$ cat src/sv/elf_pkg.sv
// Shared types and constants for the eased level fade block.
`timescale 1ns / 1ps

package elf_pkg;

  // Field and fixed-point widths
  localparam int unsigned LEVEL_W = 16;
  localparam int unsigned DUR_W   = 16;
  localparam int unsigned FRAC_W  = 16;               // Q0.16 progress
  localparam int unsigned MUL_W   = FRAC_W + 1;       // eased value reaches 1.0
  localparam int unsigned PROD_W  = 2 * MUL_W;
  localparam int unsigned CNT_W   = $clog2(FRAC_W);
  localparam int unsigned CFG_W   = 2;
  localparam int unsigned ACT_W   = 2;
  localparam int unsigned MODE_W  = 2;

  localparam logic [MUL_W-1:0] ONE_Q = MUL_W'(1) << FRAC_W;

  // Request action codes
  typedef enum logic [ACT_W-1:0] {
    ACT_TICK  = 2'd0,
    ACT_START = 2'd1,
    ACT_STOP  = 2'd2
  } act_e;

  // Configuration register indexes
  typedef enum logic [CFG_W-1:0] {
    CFG_START_LEVEL  = 2'd0,
    CFG_TARGET_LEVEL = 2'd1,
    CFG_DURATION     = 2'd2,
    CFG_EASING_MODE  = 2'd3
  } cfg_e;

  // Easing curves
  typedef enum logic [MODE_W-1:0] {
    EASE_LINEAR = 2'd0,
    EASE_IN     = 2'd1,
    EASE_OUT    = 2'd2,
    EASE_IN_OUT = 2'd3
  } ease_e;

  // Fade phase
  typedef enum logic [1:0] {
    PH_IDLE     = 2'd0,
    PH_RUNNING  = 2'd1,
    PH_COMPLETE = 2'd2
  } phase_e;

  // Controller states
  typedef enum logic [2:0] {
    S_WAIT   = 3'd0,
    S_DIV    = 3'd1,
    S_SQUARE = 3'd2,
    S_SCALE  = 3'd3,
    S_COMMIT = 3'd4
  } ctrl_state_e;

  // Controller to datapath commands
  typedef struct packed {
    logic accept;     // apply the accepted request to the fade state
    logic div_step;   // one restoring divide step
    logic square;     // product <= x * x
    logic scale;      // product <= delta * eased
    logic commit;     // write the new level
  } ctrl_cmd_t;

  // Datapath to controller status
  typedef struct packed {
    logic long_tick;  // accepted tick needs the divide and multiply path
  } dp_stat_t;

endpackage

$ cat src/sv/elf_ctrl.sv
// Controller state machine: request handshake, divide step count, result valid.
`timescale 1ns / 1ps

module elf_ctrl (
  input  logic               clk_i,
  input  logic               rst_ni,
  input  logic               in_valid_i,
  output logic               in_stall_o,
  output logic               out_valid_o,
  input  logic               out_stall_i,
  input  elf_pkg::dp_stat_t  stat_i,
  output elf_pkg::ctrl_cmd_t cmd_o
);
  import elf_pkg::*;

  ctrl_state_e      state_q, state_d;
  logic [CNT_W-1:0] cnt_q, cnt_d;
  logic             out_valid_q, out_valid_d;
  logic             slot_free;
  logic             in_accept;

  // A request is taken only when the result slot is empty or draining
  assign slot_free  = !out_valid_q || !out_stall_i;
  assign in_stall_o = (state_q != S_WAIT) || !slot_free;
  assign in_accept  = in_valid_i && !in_stall_o;
  assign out_valid_o = out_valid_q;

  // State register
  always_ff @(posedge clk_i or negedge rst_ni) begin
    if (!rst_ni) begin
      state_q     <= S_WAIT;
      cnt_q       <= '0;
      out_valid_q <= 1'b0;
    end else begin
      state_q     <= state_d;
      cnt_q       <= cnt_d;
      out_valid_q <= out_valid_d;
    end
  end

  // Next state and commands
  always_comb begin
    state_d     = state_q;
    cnt_d       = cnt_q;
    out_valid_d = out_valid_q && out_stall_i;
    cmd_o       = '0;
    unique case (state_q)
      S_WAIT: begin
        if (in_accept) begin
          cmd_o.accept = 1'b1;
          if (stat_i.long_tick) begin
            state_d = S_DIV;
            cnt_d   = '0;
          end else begin
            out_valid_d = 1'b1;
          end
        end
      end
      S_DIV: begin
        cmd_o.div_step = 1'b1;
        cnt_d          = cnt_q + 1'b1;
        if (cnt_q == CNT_W'(FRAC_W - 1)) begin
          state_d = S_SQUARE;
        end
      end
      S_SQUARE: begin
        cmd_o.square = 1'b1;
        state_d      = S_SCALE;
      end
      S_SCALE: begin
        cmd_o.scale = 1'b1;
        state_d     = S_COMMIT;
      end
      S_COMMIT: begin
        // slot was freed before this request was taken
        cmd_o.commit = 1'b1;
        out_valid_d  = 1'b1;
        state_d      = S_WAIT;
      end
      default: begin
        state_d = S_WAIT;
      end
    endcase
  end

endmodule

$ cat src/sv/elf_dp.sv
// Datapath: config registers, fade state, restoring divider and shared multiplier.
`timescale 1ns / 1ps

module elf_dp (
  input  logic                          clk_i,
  input  logic                          rst_ni,
  input  logic                          cfg_we_i,
  input  logic [elf_pkg::CFG_W-1:0]     cfg_idx_i,
  input  logic [elf_pkg::LEVEL_W-1:0]   cfg_data_i,
  input  logic [elf_pkg::ACT_W-1:0]     action_i,
  input  logic                          from_current_i,
  input  elf_pkg::ctrl_cmd_t            cmd_i,
  output elf_pkg::dp_stat_t             stat_o,
  output logic [elf_pkg::LEVEL_W-1:0]   level_o,
  output logic                          running_o,
  output logic                          complete_o
);
  import elf_pkg::*;

  // Configuration
  logic [LEVEL_W-1:0] start_level_q, target_level_q;
  logic [DUR_W-1:0]   duration_q;
  ease_e              mode_q;

  // Fade state
  phase_e             phase_q;
  logic [DUR_W-1:0]   elapsed_q;
  logic [LEVEL_W-1:0] latched_q, level_q;

  // Work registers
  logic [DUR_W-1:0]   rem_q;
  logic [FRAC_W-1:0]  quo_q;
  logic [PROD_W-1:0]  prod_q;

  logic [DUR_W-1:0]   elapsed_inc;
  logic               tick_done;
  logic [DUR_W:0]     rem_sh;
  logic               quo_bit;
  logic [DUR_W-1:0]   rem_next;
  logic               use_comp;
  logic [MUL_W-1:0]   sq_x;
  logic [MUL_W-1:0]   sq16, sq15;
  logic [MUL_W-1:0]   eased;
  logic               rising;
  logic [LEVEL_W-1:0] delta;
  logic [MUL_W-1:0]   mul_a, mul_b;
  logic [PROD_W-1:0]  prod_d;
  logic [LEVEL_W-1:0] scaled;

  // Saturating elapsed count and end-of-fade test
  assign elapsed_inc = (elapsed_q == '1) ? elapsed_q : elapsed_q + 1'b1;
  assign tick_done   = (duration_q == '0) || (elapsed_inc >= duration_q);
  assign stat_o.long_tick = (action_i == ACT_TICK) && (phase_q == PH_RUNNING) && !tick_done;

  // Restoring divide step
  assign rem_sh   = {rem_q, 1'b0};
  assign quo_bit  = rem_sh >= {1'b0, duration_q};
  assign rem_next = quo_bit ? DUR_W'(rem_sh - {1'b0, duration_q}) : DUR_W'(rem_sh);

  // Square operand: complement of progress for the falling half curves
  assign use_comp = (mode_q == EASE_OUT) || ((mode_q == EASE_IN_OUT) && quo_q[FRAC_W-1]);
  assign sq_x     = use_comp ? ONE_Q - {1'b0, quo_q} : {1'b0, quo_q};
  assign sq16     = MUL_W'(prod_q >> FRAC_W);
  assign sq15     = MUL_W'(prod_q >> (FRAC_W - 1));

  // Eased progress from the registered square
  always_comb begin
    unique case (mode_q)
      EASE_LINEAR: eased = {1'b0, quo_q};
      EASE_IN:     eased = sq16;
      EASE_OUT:    eased = ONE_Q - sq16;
      EASE_IN_OUT: eased = quo_q[FRAC_W-1] ? ONE_Q - sq15 : sq15;
      default:     eased = {1'b0, quo_q};
    endcase
  end

  // Shared multiplier
  assign rising = target_level_q >= latched_q;
  assign delta  = rising ? target_level_q - latched_q : latched_q - target_level_q;
  assign mul_a  = cmd_i.scale ? eased : sq_x;
  assign mul_b  = cmd_i.scale ? MUL_W'(delta) : sq_x;
  assign prod_d = PROD_W'(mul_a) * PROD_W'(mul_b);
  assign scaled = LEVEL_W'(prod_q >> FRAC_W);

  // Configuration writes
  always_ff @(posedge clk_i or negedge rst_ni) begin
    if (!rst_ni) begin
      start_level_q  <= '0;
      target_level_q <= '0;
      duration_q     <= '0;
      mode_q         <= EASE_LINEAR;
    end else if (cfg_we_i) begin
      unique case (cfg_idx_i)
        CFG_START_LEVEL:  start_level_q  <= cfg_data_i;
        CFG_TARGET_LEVEL: target_level_q <= cfg_data_i;
        CFG_DURATION:     duration_q     <= DUR_W'(cfg_data_i);
        CFG_EASING_MODE:  mode_q         <= ease_e'(cfg_data_i[MODE_W-1:0]);
        default: ;
      endcase
    end
  end

  // Fade state update
  always_ff @(posedge clk_i or negedge rst_ni) begin
    if (!rst_ni) begin
      phase_q   <= PH_IDLE;
      elapsed_q <= '0;
      latched_q <= '0;
      level_q   <= '0;
    end else if (cmd_i.accept) begin
      priority if (action_i == ACT_TICK) begin
        unique case (phase_q)
          PH_IDLE: level_q <= latched_q;
          PH_RUNNING: begin
            elapsed_q <= elapsed_inc;
            if (tick_done) begin
              phase_q <= PH_COMPLETE;
              level_q <= target_level_q;
            end
          end
          default: begin
            phase_q <= PH_COMPLETE;
            level_q <= target_level_q;
          end
        endcase
      end else if (action_i == ACT_START) begin
        latched_q <= from_current_i ? level_q : start_level_q;
        level_q   <= from_current_i ? level_q : start_level_q;
        elapsed_q <= '0;
        phase_q   <= PH_RUNNING;
      end else if (action_i == ACT_STOP) begin
        phase_q <= PH_IDLE;
      end else begin
        // unused action code leaves the state as it is
      end
    end else if (cmd_i.commit) begin
      level_q <= rising ? latched_q + scaled : latched_q - scaled;
    end
  end

  // Divider and multiplier work registers
  always_ff @(posedge clk_i) begin
    if (cmd_i.accept) begin
      rem_q <= elapsed_inc;
      quo_q <= '0;
    end else if (cmd_i.div_step) begin
      rem_q <= rem_next;
      quo_q <= {quo_q[FRAC_W-2:0], quo_bit};
    end
    if (cmd_i.square || cmd_i.scale) begin
      prod_q <= prod_d;
    end
  end

  assign level_o    = level_q;
  assign running_o  = phase_q == PH_RUNNING;
  assign complete_o = phase_q == PH_COMPLETE;

endmodule

$ cat src/sv/eased_level_fade_top.sv
// Top level of the eased level fade: controller plus datapath.
//
//   channel  direction  handshake              payload
//   in       input      in_valid_i/in_stall_o  action_i, from_current_i
//   out      output     out_valid_o/out_stall_i level_o, running_o, complete_o
//   cfg      input      cfg_we_i               cfg_idx_i, cfg_data_i
//
// A tick mid-fade runs accept, 16 restoring divide steps for the
// progress, one square and one scale on the shared multiplier, then commit.
// Every other request finishes in the cycle it is accepted.
// One request is in work at a time; the next is taken once the result is taken.
// Reset is asynchronous, active low; it clears config, phase and level.
// out_stall_i holds the result and stalls the input side.
`timescale 1ns / 1ps

module eased_level_fade_top (
  input  logic                        clk_i,
  input  logic                        rst_ni,
  input  logic                        in_valid_i,
  output logic                        in_stall_o,
  input  logic [elf_pkg::ACT_W-1:0]   action_i,
  input  logic                        from_current_i,
  output logic                        out_valid_o,
  input  logic                        out_stall_i,
  output logic [elf_pkg::LEVEL_W-1:0] level_o,
  output logic                        running_o,
  output logic                        complete_o,
  input  logic                        cfg_we_i,
  input  logic [elf_pkg::CFG_W-1:0]   cfg_idx_i,
  input  logic [elf_pkg::LEVEL_W-1:0] cfg_data_i
);
  import elf_pkg::*;

  ctrl_cmd_t cmd;
  dp_stat_t  stat;

  elf_ctrl u_ctrl (
    .clk_i       (clk_i),
    .rst_ni      (rst_ni),
    .in_valid_i  (in_valid_i),
    .in_stall_o  (in_stall_o),
    .out_valid_o (out_valid_o),
    .out_stall_i (out_stall_i),
    .stat_i      (stat),
    .cmd_o       (cmd)
  );

  elf_dp u_dp (
    .clk_i          (clk_i),
    .rst_ni         (rst_ni),
    .cfg_we_i       (cfg_we_i),
    .cfg_idx_i      (cfg_idx_i),
    .cfg_data_i     (cfg_data_i),
    .action_i       (action_i),
    .from_current_i (from_current_i),
    .cmd_i          (cmd),
    .stat_o         (stat),
    .level_o        (level_o),
    .running_o      (running_o),
    .complete_o     (complete_o)
  );

endmodule

$ cat config.mk
export PLATFORM = sky130hd
export DESIGN_NAME = eased_level_fade_top
export DESIGN_NICKNAME = d
export VERILOG_FILES = /design/src/sv/elf_pkg.sv /design/src/sv/elf_ctrl.sv /design/src/sv/elf_dp.sv /design/src/sv/eased_level_fade_top.sv
export SDC_FILE = /design/constraint.sdc
export NUM_CORES = 1
export LEC_CHECK = 0
export BUFFER_PORTS_ARGS = -buffer_cell sky130_fd_sc_hd__buf_2
export CORE_ASPECT_RATIO = 0.5
export CORE_MARGIN = 3
export CORE_UTILIZATION = 60
export CTS_CLUSTER_DIAMETER = 60
export DETAILED_ROUTE_END_ITERATION = 10
export PLACE_DENSITY = 0.77
export SKIP_LAST_GASP = 1
export SLEW_MARGIN = 20
export SYNTH_ARGS = -nofsm -noshare
export SYNTH_HDL_FRONTEND = slang
export SYNTH_SLANG_ARGS = --single-unit
$ cat constraint.sdc
create_clock -name clk_i -period 11.6 [get_ports clk_i]
set_input_delay 0.58 -clock clk_i [delete_from_list [all_inputs] [get_ports clk_i]]
set_output_delay 0.58 -clock clk_i [all_outputs]
set_load 0.005 [all_outputs]
# Word level (Yosys, flattened, before mapping)
# Cells that the tools add are included.
[word_totals] out_inout_bits=20 inputBits=26 elab_cells=132 ff_bits=173
[classes] n_eq_ne=24 n_mul=1 mux=42 reduce_logical=37 magnitude_cmp=3 add_sub_neg=10 n_bitwise=1
[op_table] operator="$mux 16" n=15
[op_table] operator="$mux 17" n=4
[op_table] operator="$pmux 17 s4" n=1
[op_table] operator="$sub 16x16->16" n=4
[op_table] operator="$sub 17x17->17 const A" n=2
[op_table] operator="$mul 17x17->33" n=1
[op_table] operator="$ge 16x16->1" n=2
[op_table] operator="$pmux 16 s2" n=1
[op_table] operator="$ge 17x16->1" n=1
[op_table] operator="$sub 17x16->17 const A" n=1
[op_table] operator="$add 16x1->16 const B" n=1
[op_table] operator="$add 16x16->16" n=1
[op_table] operator="$eq 16x16->1 const B" n=1
[op_table] operator="$logic_not 16->1" n=1
[op_table] operator="$reduce_and 3->1" n=5
[op_table] operator="$eq 2x2->1 const B" n=6
[op_table] operator="$pmux 3 s4" n=1
[op_table] operator="$mux 3" n=3
[op_table] operator="$eq 2x1->1 const B" n=4
[op_table] operator="$logic_not 2->1" n=4
[op_table] operator="$mux 1" n=8
[op_table] operator="$mux 2" n=4
[op_table] operator="$mux 4" n=2
[op_table] operator="$pmux 4 s2" n=1
[op_table] operator="other kinds (21)" n=44

# Longest topological paths before layout
[depth] word_depth=10 mapped_depth=36 depth_no_buf=35

# Modules after synthesis
# A second synthesis with hierarchy kept.
[hier_totals] cells_unflattened=2475 area_unflattened_um2=21200.3
[by_module_without_submodules] module="elf_dp" instances=1 cells_per_inst=2428 seq_area_each_um2=3843.7 area_each_um2=20732.4
[by_module_without_submodules] module="elf_ctrl" instances=1 cells_per_inst=47 seq_area_each_um2=200.2 area_each_um2=467.9

# Least setup slack after synthesis
# OpenSTA, ideal clock, no wires.
[synth_timing] kind="register -> register" startpoint="register u_ctrl.state_q[1]" endpoint="register u_dp.prod_q[31] (data pin)" required_ns=11.342 stages_incl_launch_ff=29 n_path_buf=3 arrival_ns=8.073 setup_ns=0.258 period_less_slack_ns=8.330 path_slack_ns=3.270 cell_sequence="dfrtp_1 -> nor2b_1 -> nand2_1 -> inv_2 -> buf_2 -> buf_1 -> nor2_1 -> a21oi_1 -> buf_2 -> nand2_1 -> fa_1 -> fa_1 -> fa_1 -> inv_1 -> fa_1 -> fa_1 -> inv_1 -> fa_1 -> inv_1 -> ha_1 -> a211oi_1 -> nor2_1 -> o22ai_1 -> o2111ai_1 -> nand2_1 -> o211ai_1 -> a311o_1 -> a21oi_1 -> xnor2_1"
[synth_via] elab_chain_cells=4 word_cells_on_any_way=5 cone_classes="mul (1); eq/ne (1); mux (3)"
[synth_rtl] element="start: declaration" line_no="elf_ctrl.sv:16" rtl="ctrl_state_e state_q, state_d;"
[synth_rtl] element="start signal: assignment" line_no="elf_ctrl.sv:35" rtl="state_q <= state_d;"
[synth_rtl] element="$eq 3x2->1 *" line_no="elf_ctrl.sv:47" rtl="unique case (state_q)"
[synth_rtl] element="$mux 1 *" line_no="elf_ctrl.sv:47"
[synth_rtl] element="$mux 17 (on tied branches)" line_no="elf_dp.sv:80, elf_dp.sv:81"
[synth_rtl] element="$mul 17x17->33 *" line_no="elf_dp.sv:82" rtl="assign prod_d = PROD_W'(mul_a) * PROD_W'(mul_b);"
[synth_rtl] element="net u_dp.prod_d[31]" line_no="elf_dp.sv:47" rtl="logic [PROD_W-1:0] prod_d;"
[synth_rtl] element="end signal: assignment" line_no="elf_dp.sv:151" rtl="prod_q <= prod_d;"
[synth_rtl] element="end: declaration" line_no="elf_dp.sv:33" rtl="logic [PROD_W-1:0] prod_q;"
# The timed path passes the listed nets; every way through them passes the cells marked *.
# A chain may end at the register's enable or synchronous reset.

# Final worst setup path
[layout_timing] startpoint="register u_dp.latched_q[15]" endpoint="register u_dp.prod_q[31] (data pin)"
[layout_via] elab_chain_cells=4 word_cells_on_any_way=6 cone_classes="add/sub (2); mul (1); order compare (1); mux (2)"
[layout_rtl] element="start: declaration" line_no="elf_dp.sv:28" rtl="logic [LEVEL_W-1:0] latched_q, level_q;"
[layout_rtl] element="start signal: assignment" line_no="elf_dp.sv:127" rtl="latched_q <= from_current_i ? level_q : start_level_q;"
[layout_rtl] element="$sub 16x16->16 / $ge 16x16->1 (equally long branches)" line_no="elf_dp.sv:79, elf_dp.sv:78"
[layout_rtl] element="$mux 16 *" line_no="elf_dp.sv:79" rtl="assign delta = rising ? target_level_q - latched_q : latched_q - target_level_q;"
[layout_rtl] element="$mux 17 *" line_no="elf_dp.sv:81" rtl="assign mul_b = cmd_i.scale ? MUL_W'(delta) : sq_x;"
[layout_rtl] element="$mul 17x17->33 *" line_no="elf_dp.sv:82"
[layout_rtl] element="net u_dp.prod_d[31]" line_no="elf_dp.sv:47"
# Marks and branches as above.

==> flow_summary.yaml <==
global_routing:
  grt_pass1_vias: 18300
  grt_pass1_wl_mm: 98.0
  antenna_found_initial: 0
  grt_max_degree: 66
  grt-ovfl-total: 0
  grt_usage_pct: 31.9
sta:
  slew_headroom_pct: 23.2
  fin_tns_setup_ns: 0
  setup_ws_ns: 1.82
  skew_ns: 0.0136
  max_freq_mhz: 102
  slew_violations: 0
  hold_viol: 0
  min_period_ns: 9.78
  worst_pin_slew_ns: 1.15
  grt_setup_unrepaired: "no"
  fin_crit_sh_pct: 84.3
  setup_viol: 0
cells_and_area:
  multiInputGateArea_mm2: 0.0158
  regArea_mm2: 0.00404
  antenna_cells: 0
  mostFrequentLayoutCells: "inv_1 (366), nand2_1 (306), fa_1 (225)"
  final_common_cell: "inv_1"
  final_util_pct: 65.5
  drive_gt1_share_pct: 9.99
  fillers: 2963
  syn_to_final_growth_pct: 5.59
  nNetsFinal: 2927
placement:
  place_ws_ns: 2.03
  hpwl_mm: 46.6
  portBuffers: 45
  gp_congestion: 0.958
clock_tree:
  cts_tree: "done"
  cts_buffers: 17
  clock_latency_ns: 0.45
  cts_num_sinks: 158
  cts_max_level: 4
  ctsHoldBuffers: 0
  cts-root-buf: "clkbuf_16"
  clk_path_buf_depth: 2
  post_cts_buffers: 0
  cts_resized: 0
  cts.clk_slew.worst_paths_ns: 0.07
logic_synthesis:
  synth-async-reset-ratio_pct: 68.4
  syn-instance-count: 2505
  ys_ff_latch: 158
  synth_area_per_cell_um2: 8.68
  ys.flop_type: "dfrtp_1"
  yosysTopAreaCell: "fa_1"
  yosys_warnings: 0
  yosysSeqAreaShare_pct: 18.6
  syn_area_mm2: 0.0217
  yosysTopAreaCellShare_pct: 20.7
  ys_top_cells_by_area: "fa_1 (21%), dfrtp_1 (12%), ha_1 (11%), inv_1 (6.3%), nand2_1 (5.3%)"
  synth_edf_count: 34
  synthDistinctLibCells: 101
routing:
  drt-met1-wl_mm: 25.0
  drc: 0
  via_per_inst: 6.13
  wl_met2_mm: 27.7
  num_vias: 18200
  drt_iter0_drc: 2313
  wl_mm: 59.6
  dr.pass1.iters: 6
  wire_per_inst_um: 20.0
  wl_met3_mm: 5.31
  top_signal_layer_used: "met4"
  antenna_left: 0
floorplanning:
  core_mm2: 0.0351
  die_y_um: 141
  pin_count: 46
  die_area_mm2: 0.0387
  die_w_um: 275
  start_util_pct: 62.0
  rows: 48
setup_path:
  worstSetupPathType: "reg2reg"
  cp-end-kind: "register"
  r2r_start: "u_dp.latched_q[15]$_DFFE_PN0P_"
  timing.critical_path.mode_cell: "fa_1"
  crit_fanout: 14
  arrival_ns: 9.97
  startpoint: "u_dp.latched_q[15]$_DFFE_PN0P_"
  critical_path_required_ns: 11.79
  crit_path_max_incr_delay_ns: 0.75
  critPathSlowestCell: "o21ai_1"
  start_kind: "register"
job:
  drv_cap: 0
worst_hold_path:
  hp-class: "in2async"
run_status:
  outcome: "finished clean"
area by class of cell:
cell class,instances,share of cell area (%)
sequential,158,17.6
tap,475,2.59
timing repair buffer,78,2.07
clock buffer,17,1.85
clock inverter,15,0.899
multi-input combinational,1866,69.0
inverter,368,6.02
through the flow:
step | hold slack [ns] | area [um2] | cells
detailed placement | 0.492 | 22300 | 2945
floorplan | 0.284 | 21800 | 2510
finish | 0.133 | 23000 | 2977
global placement | 0.485 | 22300 | 2945
global route | 0.174 | 23000 | 2977
CTS | 0.148 | 23000 | 2977
cell usage after synthesis (all sizes together) (20+ instances only):
cell type	n
a21o	41
mux2i	25
ha	187
inv	367
nand3	60
and2	50
o211ai	28
xor2	33
clkbuf	75
nor2	156
edfxtp	34
o21ai	105
buf	43
nor3	43
a21oi	103
xnor2	71
and3	24
nor2b	20
mux2	86
nand4	28
dfrtp	108
a31oi	25
fa	225
nand2	311
worst max-delay path, delay by kind of cell (launching register included):
kind / cells / cell delay, ns
adders and majority gates: 8 / 3.90
AOI/OAI and AO/OA: 8 / 2.88
and+or+nand+nor: 7 / 1.39
DFF: 1 / 0.38
muxes: 1 / 0.34
buffers and inverters: 5 / 0.32
xor gates and xnor gates: 2 / 0.31
state kept, by name (all words and copies together), names as in the netlist, 3 cells and up:
name                 count
u_dp.level_o            16
u_dp.rem_q              16
u_dp.latched_q          16
u_dp.duration_q         16
u_dp.prod_q             18
u_dp.quo_q              16
u_dp.start_level_q      16
u_dp.target_level_q     16
u_dp.elapsed_q          16
u_ctrl.state_q           3
u_ctrl.cnt_q             4
logic make-up (layout without fill, tap and decap cells):
group                      count (synthesis)  in the layout  share of synthesized area (%)
DFF                                      158            158                           18.6
adders and majority gates                412            412                           31.5
buffers and inverters                    486            478                           8.77
muxes                                    112            112                           5.71
AOI/OAI and AO/OA                        459            459                           14.3
other                                      2              7                         0.0345
xor gates and xnor gates                 104            104                           4.19
and+or+nand+nor                          772            772                           16.9
final timing paths:
check / to / slack (ns) / cells after the start
worst min-delay path: u_dp.elapsed_q[8]$_DFFE_PN0P_ / 0.13 / 1
worst max-delay path: u_dp.prod_q[31]$_DFFE_PP_ / 1.82 / 31
min in group clk_i: u_ctrl.out_valid_o$_DFF_PN0_ / 0.38 / 3
worst min register to register: u_dp.start_level_q[13]$_DFFE_PN0P_ / 0.51 / 1
worst max register to register: u_dp.prod_q[31]$_DFFE_PP_ / 1.82 / 31
max in group asynchronous: u_dp.mode_q[0]$_DFFE_PN0P_ / 10.19 / 2
layer usage:
metal / GRT usage [%] / up-vias
li1: - / 8331
met1: 43.7 / 8942
met2: 52.3 / 842
met3: 5.43 / 121
met4: 9.15 / 0
met5: 0 / -
Power is not shown: default switching activity piles up to over one toggle a cycle in this logic, so the estimate is an artifact.
